File: src/sv/paps_pkg.sv
// Package for the precedence-aware priority insert sort block.
// Types and constants shared by the RAM user, the top level and the checker.
package paps_pkg;
  localparam int MaxTasks = 32;
  localparam int MaxEmit = 32;
  localparam int IdxW = $clog2(MaxTasks);
  localparam int LenW = $clog2(MaxTasks + 1);
  localparam int SlotW = 5 + 16 + 8 + 17;

  typedef struct packed {
    logic [4:0] id;
    logic [15:0] deadline;
    logic [7:0] weight;
    logic signed [16:0] remaining;
  } slot_t;

  typedef enum logic [2:0] {
    ST_IDLE, ST_SCAN, ST_SHIFT, ST_PLACE, ST_EMIT_RD, ST_EMIT
  } state_t;

  function automatic logic beats(slot_t a, slot_t b);
    if (a.deadline != b.deadline) return a.deadline < b.deadline;
    if (a.weight != b.weight) return a.weight > b.weight;
    return a.remaining > b.remaining;
  endfunction
endpackage

File: src/sv/precedence_aware_priority_insert_sort.sv
// Top level: precedence-aware priority insertion sort over a slot RAM.
// Depends on paps_pkg and paps_ram.
// Insert: the new task scans the list for its prerequisites, then moves past
// the entries it beats down to the last prerequisite; a lost compare stops it.
// Then it is written into its slot. One item is taken at a time, and no new
// one until it is placed; scan and shift share the one RAM read port.
// Emission: a read of slot 0, then one result per RAM read, output registered.
// Reset clears list length, overflow flag and control; the RAM is not cleared.
module precedence_aware_priority_insert_sort import paps_pkg::*; (
  input  logic        clk,
  input  logic        rst_n,
  input  logic        in_valid,
  output logic        in_ready,
  input  logic [4:0]  in_task_id,
  input  logic [15:0] in_deadline,
  input  logic [7:0]  in_weight,
  input  logic [15:0] in_required_work,
  input  logic [15:0] in_completed_work,
  input  logic [31:0] in_prereq_mask,
  input  logic        in_last_task,
  output logic        out_valid,
  input  logic        out_ready,
  output logic [4:0]  out_rank,
  output logic [4:0]  out_ordered_id,
  output logic        out_final_entry,
  output logic        out_overflowed
);
  state_t state_r, state_nxt;
  logic [LenW-1:0] len_r, len_nxt, pos_r, pos_nxt, cnt_r, cnt_nxt;
  logic [LenW:0] bnd_r, bnd_nxt;        // boundary + 1
  logic ovf_r, ovf_nxt, last_r, last_nxt;
  logic [31:0] seen_r, seen_nxt, mask_r;
  slot_t task_r;
  logic rd_pend_r, rd_pend_nxt;

  logic we;
  logic [IdxW-1:0] waddr, raddr;
  slot_t wdata, rdata;
  logic [SlotW-1:0] rdata_raw;
  logic [LenW-1:0] emit_cnt;

  paps_ram #(.Width(SlotW), .Depth(MaxTasks)) u_ram (
    .clk(clk), .we(we), .waddr(waddr), .wdata(wdata),
    .raddr(raddr), .rdata(rdata_raw));
  assign rdata = slot_t'(rdata_raw);

  assign in_ready = (state_r == ST_IDLE);
  assign emit_cnt = (len_r > LenW'(MaxEmit)) ? LenW'(MaxEmit) : len_r;

  // output register
  logic ov_r, ov_nxt;
  logic [4:0] rank_r, id_r;
  logic fin_r, ovo_r;
  assign out_valid = ov_r;
  assign out_rank = rank_r;
  assign out_ordered_id = id_r;
  assign out_final_entry = fin_r;
  assign out_overflowed = ovo_r;
  logic out_load;

  always_comb begin
    state_nxt = state_r;
    len_nxt = len_r; pos_nxt = pos_r; cnt_nxt = cnt_r; bnd_nxt = bnd_r;
    ovf_nxt = ovf_r; last_nxt = last_r; seen_nxt = seen_r;
    rd_pend_nxt = 1'b0;
    case (state_r)
      ST_IDLE: if (in_valid) begin
        last_nxt = in_last_task;
        seen_nxt = '0; bnd_nxt = '0; cnt_nxt = '0; pos_nxt = len_r;
        if (len_r >= LenW'(MaxTasks)) begin
          ovf_nxt = 1'b1;
          state_nxt = in_last_task ? ST_EMIT_RD : ST_IDLE;
        end else begin
          state_nxt = ST_SCAN;
          rd_pend_nxt = (len_r != '0);
        end
      end
      ST_SCAN: begin
        // rd_pend_r: rdata holds slot cnt_r
        if (rd_pend_r) begin
          if (mask_r[rdata.id] && !seen_r[rdata.id]) begin
            seen_nxt = seen_r | (32'd1 << rdata.id);
            bnd_nxt = (LenW+1)'(cnt_r) + 1'b1;
          end
          cnt_nxt = cnt_r + 1'b1;
        end
        if (rd_pend_r ? (cnt_r + 1'b1 < len_r) : 1'b0) rd_pend_nxt = 1'b1;
        else if (!rd_pend_r || cnt_r + 1'b1 >= len_r) begin
          state_nxt = ST_SHIFT;
          rd_pend_nxt = ((LenW+1)'(pos_r) > bnd_nxt);
        end
      end
      ST_SHIFT: begin
        // rdata holds slot pos_r-1 when rd_pend_r
        if (rd_pend_r && beats(task_r, rdata)) begin
          pos_nxt = pos_r - 1'b1;
          state_nxt = ST_SHIFT;
          rd_pend_nxt = 1'b0;
        end else begin
          state_nxt = ST_PLACE;
        end
        if (rd_pend_r && beats(task_r, rdata)) begin
          // after moving, read next neighbor
          rd_pend_nxt = ((LenW+1)'(pos_r - 1'b1) > bnd_r);
          if (!rd_pend_nxt) state_nxt = ST_PLACE;
        end
      end
      ST_PLACE: begin
        len_nxt = len_r + 1'b1;
        state_nxt = last_r ? ST_EMIT_RD : ST_IDLE;
        cnt_nxt = '0;
      end
      ST_EMIT_RD: begin
        if (emit_cnt == '0) begin
          len_nxt = '0; ovf_nxt = 1'b0; state_nxt = ST_IDLE;
        end else begin
          rd_pend_nxt = 1'b1; cnt_nxt = '0; state_nxt = ST_EMIT;
        end
      end
      ST_EMIT: begin
        rd_pend_nxt = rd_pend_r;
        if (out_load) begin
          cnt_nxt = cnt_r + 1'b1;
          rd_pend_nxt = 1'b0;
          if (cnt_r + 1'b1 == emit_cnt) begin
            len_nxt = '0; ovf_nxt = 1'b0; state_nxt = ST_IDLE;
          end
        end else if (!rd_pend_r) rd_pend_nxt = 1'b1;
      end
      default: state_nxt = ST_IDLE;
    endcase
  end

  // RAM port control
  always_comb begin
    we = 1'b0; waddr = pos_r[IdxW-1:0]; wdata = task_r; raddr = '0;
    out_load = 1'b0;
    case (state_r)
      ST_IDLE: raddr = '0;
      // last scan cycle issues the first shift read of slot pos_r-1
      ST_SCAN: raddr = (state_nxt == ST_SHIFT) ? IdxW'(pos_r - 1'b1)
                                               : IdxW'(cnt_r + 1'b1);
      ST_SHIFT: begin
        raddr = IdxW'(pos_nxt - 1'b1);
        if (rd_pend_r && beats(task_r, rdata)) begin
          we = 1'b1; waddr = pos_r[IdxW-1:0]; wdata = rdata;
        end
      end
      ST_PLACE: we = 1'b1;
      ST_EMIT_RD: raddr = '0;
      ST_EMIT: begin
        raddr = IdxW'(cnt_r);
        out_load = rd_pend_r && (!ov_r || out_ready);
        if (out_load) raddr = IdxW'(cnt_r + 1'b1);
      end
      default: raddr = '0;
    endcase
  end

  always_comb ov_nxt = out_load ? 1'b1 : (out_ready ? 1'b0 : ov_r);

  always_ff @(posedge clk) begin
    if (!rst_n) begin
      state_r <= ST_IDLE; len_r <= '0; ovf_r <= 1'b0; ov_r <= 1'b0;
      rd_pend_r <= 1'b0; pos_r <= '0; cnt_r <= '0; bnd_r <= '0;
      last_r <= 1'b0; seen_r <= '0;
    end else begin
      state_r <= state_nxt; len_r <= len_nxt; ovf_r <= ovf_nxt;
      ov_r <= ov_nxt; rd_pend_r <= rd_pend_nxt; pos_r <= pos_nxt;
      cnt_r <= cnt_nxt; bnd_r <= bnd_nxt; last_r <= last_nxt;
      seen_r <= seen_nxt;
    end
  end

  always_ff @(posedge clk) begin
    if (state_r == ST_IDLE && in_valid) begin
      task_r.id <= in_task_id;
      task_r.deadline <= in_deadline;
      task_r.weight <= in_weight;
      task_r.remaining <= $signed({1'b0, in_required_work})
                        - $signed({1'b0, in_completed_work});
      mask_r <= in_prereq_mask;
    end
    if (out_load) begin
      rank_r <= cnt_r[4:0];
      id_r <= rdata.id;
      fin_r <= (cnt_r + 1'b1 == emit_cnt);
      ovo_r <= ovf_r;
    end
  end
endmodule

File: src/sv/paps_ram.sv
// Generic single-port-write, single-read RAM with registered read data.
// No dependencies.
module paps_ram #(
  parameter int Width = 8,
  parameter int Depth = 32
) (
  input  logic                     clk,
  input  logic                     we,
  input  logic [$clog2(Depth)-1:0] waddr,
  input  logic [Width-1:0]         wdata,
  input  logic [$clog2(Depth)-1:0] raddr,
  output logic [Width-1:0]         rdata
);
  logic [Width-1:0] mem [Depth];
  always_ff @(posedge clk) begin
    if (we) mem[waddr] <= wdata;
    rdata <= mem[raddr];
  end
endmodule

File: config.mk
export PLATFORM = sky130hd
export DESIGN_NAME = precedence_aware_priority_insert_sort
export DESIGN_NICKNAME = d
export VERILOG_FILES = /design/src/sv/paps_pkg.sv /design/src/sv/precedence_aware_priority_insert_sort.sv /design/src/sv/paps_ram.sv
export SDC_FILE = /design/constraint.sdc
export NUM_CORES = 2
export LEC_CHECK = 0
export BUFFER_PORTS_ARGS = -buffer_cell sky130_fd_sc_hd__buf_4
export CORE_MARGIN = 4
export CORE_UTILIZATION = 35
export DETAILED_ROUTE_END_ITERATION = 16
export PLACE_DENSITY = 0.46
export SYNTH_ARGS = -nofsm -noshare
export SYNTH_HDL_FRONTEND = slang
export SYNTH_SLANG_ARGS = --single-unit
File: constraint.sdc
create_clock -name clk -period 16.2 [get_ports clk]
set_input_delay 3.24 -clock clk [delete_from_list [all_inputs] [get_ports clk]]
set_output_delay 3.24 -clock clk [all_outputs]
set_load 0.02 [all_outputs]
==> impl_metrics.ini <==
[placed_design]
hpwl_mm = 92.7
io_buffer_count = 111
gp_congestion = 0.749
place_inst = 5841

[setup_path]
required_ns = 16.87
crit_family = buffers and inverters
crit_start = in_valid
crit_slowest_cell = buf_4
worstPathCellList = buf_4, nand2_1, inv_4, nor2_2, a221oi_2, ha_1, nor2_1, a21oi_1, o22ai_4, buf_12, buf_4, buf_4, mux4_2, mux2_1, o22ai_1, nor2_1
worst_path_largest_cell_delay_ns = 0.84
cp_num_buf_inv = 5
crit_path_start_kind = input port
crit_arrival_ns = 9.09
path_class = in2reg
cp-end-kind = flop
cpMostUsedCell = buf_4
reg2reg_from = task_r[24]
reg2reg_slack_ns = 8.30
cp_max_fo = 104

[global_route]
grt_max_degree = 147
grt_pass1_wl_mm = 256
grt_pass1_vias = 33452
antenna_found_initial = 7
grtUsageTotal = 0.182
grt_overflow = 0

[worst_hold_path]
min_from = seen_r[23]
hold_path.class = reg2reg

[floorplan]
initial_utilization = 0.353
dieWidth_um = 444
rows = 159
die_area_um2 = 197000
core_um2 = 188000
die_h_um = 444
ios = 112

[clocking]
cts_resized = 0
clock-root-buffer = clkbuf_16
cts_tree = done
clkSinkCount = 1672
cts_made_buffers = 179
h-tree-depth = 4
cts_buffer_depth = 3
hold_buffers = 0
clock_latency_ns = 0.81
clkTransAtPathRegs_ns = 0.06
post-cts-setup-buffers = 0

[final_layout]
n_antenna_cell = 0
fill_cells = 16783
fin_cells = 6173
multi_input_area_um2 = 16400
layout.area.seq_um2 = 49100
fin_nets = 3711
drive_above_1_share = 0.284
area_growth_pct = 14.7

[logic_synthesis]
avgSynthCellArea_um2 = 20.0
synth_seq_cells = 1672
synth.distinct_cells = 72
yosys_warnings = 0
syn_nets = 3505
synthCells = 3321
yosysSeqAreaShare = 0.740
synth_flop_cell = edfxtp_1
synthArstFlopShare = 0
synth-edff-count = 1562
syn_area_um2 = 66400

[timing]
skew_ns = 0.0381
hold_ws_ns = 0.467
slew_viol_final = 0
fin_tns_setup_ns = 0
rsz0062_at_grt = false
timing.fmax_ghz = 0.119
final.min_clock_period_ns = 8.42
tightest_slew_ns = 1.37
finalHoldViolations = 0
slew_headroom = 0.0865
finalCritPeriodShare = 0.520
finalSetupViolCount = 0

[pwr]
p_leak_uw = 0.0242
ir_drop_v = 0.000114
pwr_density_cell_nw_per_um2 = 152
total_power_uw = 11600

[drt]
drt_iter0_markers = 2979
num_vias = 32496
drt_wl_total_mm = 181
drc = 0
ant_nets = 0
wl_met2_mm = 87.0
firstDrtPassIters = 5
vias_per_cell = 5.26
topRoutingLayerUsed = met4
wl_per_cell_um = 29.3
wl_met3_mm = 8.40
m1WireLength_mm = 81.9

[status]
outcome = completed

[job]
maxCapViolCount = 0
[through the flow]
step	worst slack, ns	instance area, um^2	utilization
floorplan	8.75	66400	-
global placement	6.84	70500	0.375
detailed placement	6.77	70500	0.375
CTS	7.65	76200	0.405
global route	7.13	76200	0.405
finish	7.78	76200	0.405
[per-layer routing]
| metal | vias up | global-route usage |
|---|---|---|
| met5 | - | 0 |
| met1 | 17513 | 0.259 |
| met2 | 802 | 0.297 |
| li1 | 13978 | - |
| met3 | 203 | 0.0293 |
| met4 | 0 | 0.0421 |
[sequential cells by signal (all words and copies together), names as in the netlist, 3 cells and up]
register / flops
pos_r: 6
out_ordered_id: 5
len_r: 6
u_ram.rdata: 46
out_rank: 5
mask_r: 32
state_r: 3
task_r: 46
bnd_r: 7
cnt_r: 6
u_ram.mem: 1472
seen_r: 32
[power by group]
group          internal, uW  switching, uW
registers              4970           97.9
clock network          2290           1690
logic                  1170           1370
total                  8430           3170
[area by class of cell]
| class | instances | share of cell area |
|---|---|---|
| Clock buffer | 232 | 0.0634 |
| Sequential cell | 1672 | 0.645 |
| Timing Repair Buffer | 182 | 0.0184 |
| Inverter | 107 | 0.00531 |
| Tap cell | 2495 | 0.0410 |
| Multi-Input combinational cell | 1385 | 0.216 |
| Clock inverter | 100 | 0.0113 |
[kinds of logic (layout without fill, tap and decap cells)]
family,after synthesis,in the layout,synth area share
adder cells (fa/ha/maj),86,86,0.0163
XOR/XNOR,24,24,0.00317
flip-flops,1672,1672,0.740
multiplexers,607,607,0.169
buffers and inverters,264,621,0.0172
AND/OR/NAND/NOR,377,377,0.0261
AO/OA/AOI/OAI,291,291,0.0289
[cell usage after synthesis, types with 24 or more instances]
cell type | number | area [um^2]
inv_1 | 107 | 402
mux2_4 | 49 | 736
dfxtp_1 | 110 | 2200
mux2_2 | 127 | 1430
o22ai_1 | 95 | 594
nand3_1 | 24 | 120
nand2_1 | 56 | 210
mux2_1 | 51 | 574
clkbuf_1 | 117 | 439
ha_1 | 85 | 1060
a21oi_1 | 64 | 320
o21ai_0 | 36 | 180
mux4_2 | 373 | 8400
nor2_1 | 190 | 713
edfxtp_1 | 1562 | 46900
[worst reg2reg max path, delay by kind of cell (launching register included)]
kind                     cells  cell delay (ns)
multiplexers                 2             0.94
AO/OA/AOI/OAI                7             2.27
adder cells (fa/ha/maj)      2             0.69
buffers and inverters        3             2.49
AND/OR/NAND/NOR              5             0.90
flip-flops                   1             0.50
[final timing paths]
kind                     endpoint  depth (start not counted)
setup / recovery  u_ram.rdata[13]                         16
hold / removal         seen_r[23]                          2
setup reg to reg  u_ram.rdata[13]                         19
hold reg to reg        seen_r[23]                          2
[cell usage in the layout (no fill, tap or decap), types with 11 or more instances in the layout]
cell type  instances
a21boi_0          15
a21oi_1           64
a32oi_1           14
and2_1            14
buf_4            179
bufinv_16         12
clkbuf_1          40
clkbuf_16        181
clkbuf_8          11
clkinv_1          33
clkinv_2          43
dfxtp_1          110
edfxtp_1        1562
ha_1              85
inv_1            106
mux2_1            51
mux2_2           127
mux2_4            49
mux4_2           373
nand2_1           55
nand3_1           24
nand4_1           16
nor2_1           158
nor2_4            32
nor2b_1           13
nor3_1            12
o21ai_0           33
o22ai_1           94
xnor2_1           15
Note: power is estimated with default switching activity, not from simulation.
